**src/rtl/rvid_pkg.sv**
```systemverilog
// Shared types and decode constants for the RV32IMA instruction decoder.
// Opcode, funct and class codes plus the funct3-indexed class tables.
// No dependencies.
`timescale 1ns / 1ps
`default_nettype none

package rvid_pkg;

	localparam int unsigned WORD_W  = 32;
	localparam int unsigned CLS_W   = 7;
	localparam int unsigned OTDATA_W = 8;

	typedef enum logic [CLS_W-1:0] {
		CLS_LUI, CLS_AUIPC, CLS_JAL, CLS_JALR,
		CLS_LB, CLS_LH, CLS_LW, CLS_LBU, CLS_LHU,
		CLS_ADDI, CLS_SLTI, CLS_SLTIU, CLS_XORI, CLS_ORI, CLS_ANDI, CLS_SLLI,
		CLS_SRLI, CLS_SRAI,
		CLS_ADD, CLS_SUB, CLS_MUL, CLS_SLL, CLS_MULH, CLS_SLT, CLS_MULHSU, CLS_SLTU,
		CLS_MULHU, CLS_XOR, CLS_DIV, CLS_SRL, CLS_SRA, CLS_DIVU, CLS_OR, CLS_REM,
		CLS_AND, CLS_REMUNS,
		CLS_BEQ, CLS_BNE, CLS_BLT, CLS_BGE, CLS_BLTU, CLS_BGEU,
		CLS_SB, CLS_SH, CLS_SW,
		CLS_FENCE, CLS_FENCE_I,
		CLS_ECALL, CLS_EBREAK, CLS_MRET, CLS_SRET, CLS_URET,
		CLS_CSRRW, CLS_CSRRS, CLS_CSRRC, CLS_CSRRWI, CLS_CSRRSI, CLS_CSRRCI,
		CLS_AMOSWAP_W, CLS_AMOADD_W, CLS_AMOXOR_W, CLS_AMOAND_W, CLS_AMOOR_W,
		CLS_AMOMIN_W, CLS_AMOMAX_W, CLS_AMOMINU_W, CLS_AMOMAXU_W,
		CLS_ILLEGAL
	} cls_e;

	typedef struct packed {
		logic illegal;
		cls_e cls;
	} dec_t;

	// opcodes
	localparam logic [6:0] OP_LUI    = 7'h37;
	localparam logic [6:0] OP_AUIPC  = 7'h17;
	localparam logic [6:0] OP_JAL    = 7'h6F;
	localparam logic [6:0] OP_JALR   = 7'h67;
	localparam logic [6:0] OP_LOAD   = 7'h03;
	localparam logic [6:0] OP_IMM    = 7'h13;
	localparam logic [6:0] OP_REG    = 7'b0110011;
	localparam logic [6:0] OP_BRANCH = 7'h63;
	localparam logic [6:0] OP_STORE  = 7'h23;
	localparam logic [6:0] OP_FENCE  = 7'h0F;
	localparam logic [6:0] OP_SYSTEM = 7'h73;
	localparam logic [6:0] OP_AMO    = 7'h2F;

	localparam logic [6:0] F7_BASE = 7'b0000000;
	localparam logic [6:0] F7_ALT  = 7'b0100000;
	localparam logic [6:0] F7_MULDIV = 7'b0000001;

	localparam logic [2:0] F3_SR     = 3'd5;
	localparam logic [2:0] F3_FENCE  = 3'd0;
	localparam logic [2:0] F3_FENCEI = 3'd1;
	localparam logic [2:0] F3_AMO_W  = 3'd2;

	localparam logic [4:0] F5_AMOSWAP = 5'h01;
	localparam logic [4:0] F5_AMOADD  = 5'h00;
	localparam logic [4:0] F5_AMOXOR  = 5'h04;
	localparam logic [4:0] F5_AMOAND  = 5'h0C;
	localparam logic [4:0] F5_AMOOR   = 5'h08;
	localparam logic [4:0] F5_AMOMIN  = 5'h10;
	localparam logic [4:0] F5_AMOMAX  = 5'h14;
	localparam logic [4:0] F5_AMOMINU = 5'h18;
	localparam logic [4:0] F5_AMOMAXU = 5'h1C;

	// exact system words
	localparam logic [WORD_W-1:0] W_ECALL  = 32'h0000_0073;
	localparam logic [WORD_W-1:0] W_EBREAK = 32'h0010_0073;
	localparam logic [WORD_W-1:0] W_MRET   = 32'b00110000001000000000000001110011;
	localparam logic [WORD_W-1:0] W_SRET   = 32'h1020_0073;
	localparam logic [WORD_W-1:0] W_URET   = 32'h0020_0073;

	// class tables indexed by funct3
	localparam cls_e LOAD_MAP [8] = '{CLS_LB, CLS_LH, CLS_LW, CLS_ILLEGAL,
		CLS_LBU, CLS_LHU, CLS_ILLEGAL, CLS_ILLEGAL};
	localparam cls_e OPIMM_MAP [8] = '{CLS_ADDI, CLS_SLLI, CLS_SLTI, CLS_SLTIU,
		CLS_XORI, CLS_ILLEGAL, CLS_ORI, CLS_ANDI};
	localparam cls_e BRANCH_MAP [8] = '{CLS_BEQ, CLS_BNE, CLS_ILLEGAL, CLS_ILLEGAL,
		CLS_BLT, CLS_BGE, CLS_BLTU, CLS_BGEU};
	localparam cls_e STORE_MAP [8] = '{CLS_SB, CLS_SH, CLS_SW, CLS_ILLEGAL,
		CLS_ILLEGAL, CLS_ILLEGAL, CLS_ILLEGAL, CLS_ILLEGAL};
	localparam cls_e CSR_MAP [8] = '{CLS_ILLEGAL, CLS_CSRRW, CLS_CSRRS, CLS_CSRRC,
		CLS_ILLEGAL, CLS_CSRRWI, CLS_CSRRSI, CLS_CSRRCI};
	localparam cls_e REG_BASE_MAP [8] = '{CLS_ADD, CLS_SLL, CLS_SLT, CLS_SLTU,
		CLS_XOR, CLS_SRL, CLS_OR, CLS_AND};
	localparam cls_e REG_ALT_MAP [8] = '{CLS_SUB, CLS_ILLEGAL, CLS_ILLEGAL, CLS_ILLEGAL,
		CLS_ILLEGAL, CLS_SRA, CLS_ILLEGAL, CLS_ILLEGAL};
	localparam cls_e REG_MUL_MAP [8] = '{CLS_MUL, CLS_MULH, CLS_MULHSU, CLS_MULHU,
		CLS_DIV, CLS_DIVU, CLS_REM, CLS_REMUNS};

endpackage

`default_nettype wire

```
**src/rtl/rv32ima_instruction_decoder.sv**
```systemverilog
// An input transfer reaches m_axis_tvalid through the input register and then the result register.
// Throughput: one instruction word per cycle; both stages advance whenever the next
// stage is empty or drains in the same cycle. A held result stalls intake only once
// the input stage is also full.
// Reset: arst_n clears both stage valid flags asynchronously; the data registers are not reset.
// Top level of the RV32IMA instruction decoder: input stage, classifier, result stage.
// Depends on rvid_pkg and rvid_decode.
`timescale 1ns / 1ps
`default_nettype none

module rv32ima_instruction_decoder (
	input  wire logic                            clk,
	input  wire logic                            arst_n,
	input  wire logic                            s_axis_tvalid,
	output logic                                 s_axis_tready,
	input  wire logic [rvid_pkg::WORD_W-1:0]     s_axis_tdata,  // [31:0] instruction_word
	output logic                                 m_axis_tvalid,
	input  wire logic                            m_axis_tready,
	output logic [rvid_pkg::OTDATA_W-1:0]        m_axis_tdata,  // [6:0] instruction_class, [7] zero
	output logic                                 m_axis_tuser   // [0] illegal
);
	import rvid_pkg::*;

	logic              v_s1;
	logic [WORD_W-1:0] word_s1;
	logic              v_s2;
	dec_t              dec_s2;
	dec_t              dec;
	logic              rdy_s1;
	logic              rdy_s2;

	assign rdy_s2        = !v_s2 || m_axis_tready;
	assign rdy_s1        = !v_s1 || rdy_s2;
	assign s_axis_tready = rdy_s1;

	always_ff @(posedge clk or negedge arst_n) begin
		if (!arst_n) begin
			v_s1 <= 1'b0;
			v_s2 <= 1'b0;
		end else begin
			if (rdy_s1) v_s1 <= s_axis_tvalid;
			if (rdy_s2) v_s2 <= v_s1;
		end
	end

	always_ff @(posedge clk) begin
		if (s_axis_tvalid && rdy_s1) word_s1 <= s_axis_tdata;
		if (v_s1 && rdy_s2)          dec_s2  <= dec;
	end

	rvid_decode u_decode (
		.word (word_s1),
		.dec  (dec)
	);

	assign m_axis_tvalid = v_s2;
	assign m_axis_tdata  = {{(OTDATA_W-CLS_W){1'b0}}, dec_s2.cls};
	assign m_axis_tuser  = dec_s2.illegal;

endmodule

`default_nettype wire

```
**src/rtl/rvid_decode.sv**
```systemverilog
// Combinational instruction classifier between the input and result registers.
// Depends on rvid_pkg.
`timescale 1ns / 1ps
`default_nettype none

module rvid_decode (
	input  wire logic [rvid_pkg::WORD_W-1:0] word,
	output rvid_pkg::dec_t                   dec
);
	import rvid_pkg::*;

	logic [6:0] op;
	logic [2:0] f3;
	logic [6:0] f7;
	logic [4:0] f5;
	cls_e       cls;

	assign op = word[6:0];
	assign f3 = word[14:12];
	assign f7 = word[31:25];
	assign f5 = word[31:27];

	always_comb begin
		cls = CLS_ILLEGAL;
		unique case (op)
			OP_LUI:    cls = CLS_LUI;
			OP_AUIPC:  cls = CLS_AUIPC;
			OP_JAL:    cls = CLS_JAL;
			OP_JALR:   cls = CLS_JALR;
			OP_LOAD:   cls = LOAD_MAP[f3];
			OP_IMM: begin
				// slli ignores funct7; only the right shifts check it
				if (f3 == F3_SR) begin
					if (f7 == F7_BASE)     cls = CLS_SRLI;
					else if (f7 == F7_ALT) cls = CLS_SRAI;
					else                   cls = CLS_ILLEGAL;
				end else begin
					cls = OPIMM_MAP[f3];
				end
			end
			OP_REG: begin
				if (f7 == F7_BASE)        cls = REG_BASE_MAP[f3];
				else if (f7 == F7_ALT)    cls = REG_ALT_MAP[f3];
				else if (f7 == F7_MULDIV) cls = REG_MUL_MAP[f3];
				else                      cls = CLS_ILLEGAL;
			end
			OP_BRANCH: cls = BRANCH_MAP[f3];
			OP_STORE:  cls = STORE_MAP[f3];
			OP_FENCE: begin
				if (f3 == F3_FENCE)       cls = CLS_FENCE;
				else if (f3 == F3_FENCEI) cls = CLS_FENCE_I;
				else                      cls = CLS_ILLEGAL;
			end
			OP_SYSTEM: begin
				priority if (word == W_ECALL)  cls = CLS_ECALL;
				else if (word == W_EBREAK)     cls = CLS_EBREAK;
				else if (word == W_MRET)       cls = CLS_MRET;
				else if (word == W_SRET)       cls = CLS_SRET;
				else if (word == W_URET)       cls = CLS_URET;
				else                           cls = CSR_MAP[f3];
			end
			OP_AMO: begin
				// aq/rl bits are don't-care
				if (f3 != F3_AMO_W) begin
					cls = CLS_ILLEGAL;
				end else begin
					unique case (f5)
						F5_AMOSWAP: cls = CLS_AMOSWAP_W;
						F5_AMOADD:  cls = CLS_AMOADD_W;
						F5_AMOXOR:  cls = CLS_AMOXOR_W;
						F5_AMOAND:  cls = CLS_AMOAND_W;
						F5_AMOOR:   cls = CLS_AMOOR_W;
						F5_AMOMIN:  cls = CLS_AMOMIN_W;
						F5_AMOMAX:  cls = CLS_AMOMAX_W;
						F5_AMOMINU: cls = CLS_AMOMINU_W;
						F5_AMOMAXU: cls = CLS_AMOMAXU_W;
						default:    cls = CLS_ILLEGAL;
					endcase
				end
			end
			default:   cls = CLS_ILLEGAL;
		endcase
	end

	assign dec.cls     = cls;
	assign dec.illegal = (cls == CLS_ILLEGAL);

endmodule

`default_nettype wire

```
**config.mk**
```make
export PLATFORM = sky130hd
export DESIGN_NAME = rv32ima_instruction_decoder
export DESIGN_NICKNAME = d
export VERILOG_FILES = /design/src/rtl/rvid_pkg.sv /design/src/rtl/rv32ima_instruction_decoder.sv /design/src/rtl/rvid_decode.sv
export SDC_FILE = /design/constraint.sdc
export NUM_CORES = 1
export LEC_CHECK = 0
export BUFFER_PORTS_ARGS = -buffer_cell sky130_fd_sc_hd__buf_4
export CAP_MARGIN = 0
export CORE_UTILIZATION = 35
export DETAILED_ROUTE_END_ITERATION = 10
export GPL_TIMING_DRIVEN = 0
export SYNTH_ARGS = -nofsm -noshare
export SYNTH_HDL_FRONTEND = slang
export SYNTH_SLANG_ARGS = --single-unit
export TNS_END_PERCENT = 5
```
**constraint.sdc**
```tcl
create_clock -name clk -period 5 [get_ports clk]
set_input_delay 0 -clock clk [delete_from_list [all_inputs] [get_ports clk]]
set_output_delay 0 -clock clk [all_outputs]
set_load 0.005 [all_outputs]
```
-- Word level (Yosys, flattened, before mapping)
Memory sizes are Yosys's and may differ from the RTL's. A register that Yosys moved wholly into a read port is not among the register bits.
Cells that the tools add are included.
- bits in registers: 42
- latch bits: 0
- RAM bits: 0
- memory bits (read-only): 672
- output and inout bits: 11
- memories kept: 9
- memory list (memory ; words ; bits a word ; read ports ; clocked after memory_dff ; wr ports ; RTL line ; source):
    (no name shown) ; 32 ; 7 ; 1 ; 1 ; 0 ; rvid_decode.sv:67 ; unique case (f5)
    (no name shown) ; 8 ; 7 ; 1 ; 0 ; 0 ; rvid_decode.sv:48 ; OP_STORE: cls = STORE_MAP[f3];
    (no name shown) ; 8 ; 7 ; 1 ; 0 ; 0 ; rvid_decode.sv:38 ; cls = OPIMM_MAP[f3];
    (no name shown) ; 8 ; 7 ; 1 ; 0 ; 0 ; rvid_decode.sv:60 ; else cls = CSR_MAP[f3];
    (no name shown) ; 8 ; 7 ; 1 ; 0 ; 0 ; rvid_decode.sv:44 ; else if (f7 == F7_MULDIV) cls = REG_MUL_MAP[f3];
    (no name shown) ; 8 ; 7 ; 1 ; 0 ; 0 ; rvid_decode.sv:42 ; if (f7 == F7_BASE) cls = REG_BASE_MAP[f3];
    +3 memories ; - ; - ; - ; - ; - ; - ;
- add/subtract/negate cells: 0
- multipliers: 0
- divide/modulo/power cells: 0
- magnitude comparators: 1
- equal/unequal tests: 23
- shifts and indexed selects: 0
- muxes and demuxes: 32
- bitwise gates (word level): 1
- reduce and logical (&&, ||, !) cells: 8
- operators by type and width (operator ; number):
    2-to-1 mux 7 bit ; 30
    one-hot mux 7 bit (12 select lines) ; 1
    == test 7 x 6 -> 1 bit (second input constant) ; 5
    == test 7 bit (second input constant) ; 5
    == test 32 x 21 -> 1 bit (second input constant) ; 1
    == test 32 x 22 -> 1 bit (second input constant) ; 1
    == test 32 x 29 -> 1 bit (second input constant) ; 1
    == test 32 x 30 -> 1 bit (second input constant) ; 1
    == test 32 x 7 -> 1 bit (second input constant) ; 1
    == test 7 x 5 -> 1 bit (second input constant) ; 2
    == test 7 x 1 -> 1 bit (second input constant) ; 1
    == test 7 x 2 -> 1 bit (second input constant) ; 1
    == test 7 x 4 -> 1 bit (second input constant) ; 1
    logical NOT 7 bit ; 1
    2-to-1 mux 5 bit ; 1
    greater-or-equal comparator 4 bit (second input constant) ; 1
    NOT 3 -> 4 bit ; 1
    == test 3 x 1 -> 1 bit (second input constant) ; 1
    == test 3 bit (second input constant) ; 1
    logical NOT 3 bit ; 1
    != test 3 x 2 -> 1 bit (second input constant) ; 1
    logical AND 1 bit ; 2
    logical NOT 1 bit ; 2
    logical OR 1 bit ; 2

-- Longest topological paths before layout
- depth after elaboration: 11
- gate-level depth with buffers: 10
- gate-level depth less buffers: 9

-- Hierarchy
A second synthesis with hierarchy kept.
- cell total of the unflattened synthesis: 259
- area total of the unflattened synthesis: 2698.8 µm²
- modules (own cells, without submodules) (module ; times used ; cells an instance ; area an instance (µm²) ; seq. area each (µm²)):
    rvid_decode ; 1 ; 209 ; 1382.6 ; 0.0
    rv32ima_instruction_decoder ; 1 ; 50 ; 1316.3 ; 1251.2

-- Worst setup path after synthesis
OpenSTA, ideal clock, no wires.
- path kind: reg-to-reg
- start point: register word_s1[14]
- end point: register dec_s2 (netlist bit m_axis_tuser) (data pin)
- data arrival time: 2.725 ns
- data required time: 4.825 ns
- path slack: 2.100 ns
- stages on the path, launching flop included: 10
- path buffers: 1
- period minus slack after synthesis: 2.900 ns
- path through: edfxtp_1 > clkbuf_1 > inv_1 > ha_1 > or2_2 > a32o_1 > a221oi_1 > nand4_1 > or4b_1 > nor4bb_1
- RTL lines (what ; RTL line ; source):
    start: declaration ; rv32ima_instruction_decoder.sv:25 ; logic [WORD_W-1:0] word_s1;
    start signal: assignment ; rv32ima_instruction_decoder.sv:47 ; if (s_axis_tvalid && rdy_s1) word_s1 <= s_axis_tdata;
    end signal: assignment ; rv32ima_instruction_decoder.sv:48 ; if (v_s1 && rdy_s2) dec_s2 <= dec;
    end: declaration ; rv32ima_instruction_decoder.sv:27 ; dec_t dec_s2;

==> flow_summary.toml <==
[status]
status = "complete, no violations"

[worst_setup_path]
critPathMaxFanout = 10
cp_slowest_cell = "edfxtp_1"
arrival_ns = 3.76
cp-start-kind = "flip-flop"
slowest_delay_ns = 0.57
required_ns = 5.14
rrSetupSlack_ns = 1.38
cpMostUsedCell = "or4_1"
worst-setup-path-type = "reg -> reg"
endpoint_kind = "flip-flop"
crit_chain = "inv_1 > ha_1 > clkbuf_1 > nand2_1 > or4_1 > o2111ai_1 > a2111o_1 > or4_1 > or4b_1 > nor4bb_1"

[sta]
setup_violations = 0
finalCritPeriodShare_pct = 72.41
worst_pin_slew_ns = 1.170
drv_slew = 0
slew_headroom_pct = 21.92
timing.final.crit_period_ns = 3.620
rsz0062_at_grt = "false"
fin_skew_ns = 0.008428
setup_tns_ns = 0
hold_violations = 0
fmax_ghz = 0.2762

[cells_and_area]
final_util_pct = 48.33
final_cell_mix = "buf_4 (46), edfxtp_1 (40), dlygate4sd3_1 (36)"
area_growth_pct = 32.40
layout-drive-gt1-share_pct = 17.26
final_nets = 413
design_area_sq_mm = 0.003774
layout_commonest_cell = "buf_4"
final_cells = 467
n_antenna_cell = 0

[floorplanning]
row_count = 32
core-area_sq_mm = 0.007807
start_util_pct = 36.51
dieHeight_um = 92.24
die_x_um = 92.24
dieArea_sq_mm = 0.008508
io_pins = 47

[clock_tree]
htreeDepth = 2
cts_resized = 0
clock_sinks = 47
cts_setup_buffers = 0
cts-root-to-sink-buffers = 2
cts_buffers = 5
ctsHoldBuffers = 36
tritoncts = "yes"
clkTransAtPathRegs_ns = 0.11
clkLatencyLatePin_ns = 0.31
cts-root-buf = "clkbuf_8"

[yosys]
avgSynthCellArea_sq_um = 10.33
yosysSeqAreaShare_pct = 47.41
ys_ff_latch = 47
ys_types = 59
yosys_warnings = 0
synth_edf_count = 40
async_flop_share_pct = 4.255
syn-cell-area_sq_mm = 0.002850
syn_nets = 325
synth_flop_cell = "edfxtp_1"
syn_inst = 276

[drt]
via_per_inst = 5.443
vias = 2542
routedWlPerCell_um = 15.51
drc = 0
ant_nets = 0
wl_um = 7243
drtIter0Drc = 205
drt_pre_antenna_iters = 5

[power_and_ir_drop]
power.share.switching_pct = 28.19
post-layout-total-power_w = 0.0008973
powerDensity_mw_per_mm2 = 237.8
p_leak_nw = 1.432
power_frac_comb_pct = 18.8
power_switching_w = 0.0002530
internal-power_w = 0.0006443
seq_power_share_pct = 52.5
peakVddDrop_v = 0.0001242
clkPwrFrac_pct = 28.7

[worst_hold_path]
hp-class = "in -> reg"

[placed_design]
dpl-instance-area_sq_mm = 0.003316
hpwl_um = 5338
place.gp.congestion = 0.9071
place_inst = 423
io_buffers = 45

[global_route]
grt_pass1_wl_um = 11470
first_global_vias = 2343
antenna_found_initial = 0
grt.overflow.total = 0
grt_max_degree = 33
track_usage_pct = 17.56

[run]
maxCapViolations = 0
==> worst max-delay path: cells and delay by family, from the launching register on <==
kind,cells,cell delay [ns]
buffers and inverters,2,0.63
AO/OA/AOI/OAI,2,0.53
AND/OR/NAND/NOR,5,1.51
flip-flops,1,0.57
adder cells (fa/ha/maj),1,0.21
==> final cells by class <==
class                           instances  area [sq um]
Multi-Input combinational cell        207          1411
Fill cell                             723          4034
Inverter                                7         26.28
Tap cell                              102         127.6
Sequential cell                        47          1351
Clock buffer                            5         68.82
Clock inverter                          3         28.78
Timing Repair Buffer                   81         698.2
Buffer                                 15         61.31
==> worst paths after layout <==
kind                                        endpoint  cells after the start                   from
setup / recovery              m_axis_tuser$_DFFE_PP_                     10  word_s1[13]$_DFFE_PP_
hold / removal                 word_s1[26]$_DFFE_PP_                      2       s_axis_tdata[26]
setup reg to reg              m_axis_tuser$_DFFE_PP_                     10  word_s1[13]$_DFFE_PP_
hold reg to reg            m_axis_tvalid$_DFFE_PN0P_                      1       v_s1$_DFFE_PN0N_
max in group asynchronous  m_axis_tvalid$_DFFE_PN0P_                      3                 arst_n
min in group asynchronous           v_s1$_DFFE_PN0N_                      3                 arst_n
==> power by group through the flow <==
stage               logic [W]  clock network (W)  registers [W]
detailed placement   0.000144                  0       0.000480
CTS                  0.000167           0.000264       0.000471
global route         0.000184           0.000279       0.000474
global placement     0.000146                  0       0.000479
finish               0.000169           0.000258       0.000471
floorplan           0.0000896                  0       0.000476
==> kinds of logic (layout without fill, tap and decap cells) <==
| logic type | Yosys count | after routing | synth area share (%) |
|---|---|---|---|
| fa+ha+maj | 13 | 13 | 5.707 |
| buf+inv | 22 | 111 | 3.073 |
| compound gates | 65 | 65 | 16.20 |
| other cells | 1 | 1 | 0.1316 |
| mux | 7 | 7 | 2.458 |
| simple gates | 119 | 119 | 24.41 |
| flops | 47 | 47 | 47.41 |
| xor+xnor | 2 | 2 | 0.6147 |
==> cell usage after synthesis, drive strengths merged, types with 2 or more instances <==
| cell type | number | area share (%) |
|---|---|---|
| a2111o | 2 | 0.79 |
| a21boi | 2 | 0.53 |
| a21o | 2 | 0.53 |
| a21oi | 8 | 1.4 |
| a22o | 2 | 0.61 |
| a311o | 2 | 0.70 |
| a31oi | 6 | 1.3 |
| a32oi | 3 | 0.92 |
| and2 | 6 | 1.3 |
| and3 | 3 | 0.66 |
| and4 | 3 | 0.92 |
| buf | 2 | 0.44 |
| clkbuf | 13 | 1.7 |
| dfrtp | 2 | 1.8 |
| dfxtp | 5 | 3.5 |
| edfxtp | 40 | 42 |
| ha | 13 | 5.7 |
| inv | 7 | 0.92 |
| mux2i | 7 | 2.5 |
| nand2 | 18 | 2.4 |
| nand2b | 11 | 2.4 |
| nand3 | 11 | 1.9 |
| nand4 | 5 | 1.1 |
| nor2 | 24 | 3.2 |
| nor2b | 4 | 0.88 |
| nor3 | 4 | 0.70 |
| nor3b | 3 | 0.79 |
| nor4 | 6 | 2.1 |
| nor4b | 2 | 0.61 |
| nor4bb | 2 | 0.70 |
| o211ai | 5 | 1.3 |
| o21ai | 15 | 2.6 |
| o21bai | 2 | 0.53 |
| o221ai | 3 | 0.92 |
| o311ai | 2 | 0.61 |
| o31ai | 3 | 0.79 |
| or2 | 3 | 0.66 |
| or3 | 2 | 0.61 |
| or4 | 7 | 1.8 |
| or4b | 2 | 0.70 |
| xnor2 | 2 | 0.61 |
==> stage by stage <==
step,worst slack (ns),hold slack [ns]
final,1.380,0.3937
after global routing,1.253,0.3881
after CTS,1.384,0.3901
after detailed placement,1.408,-0.2149
after global placement,1.308,-0.2166
after floorplan,2.100,-0.2956
==> per-layer routing <==
layer  track usage, %  share of wire, %  vias up
li1                 -                 -     1242
met1            21.85                44     1179
met2            30.47                49      108
met3            3.566               5.4       13
met4            5.339               1.9        0
met5                0                 0        -
Power figures use the tool's default switching activity.
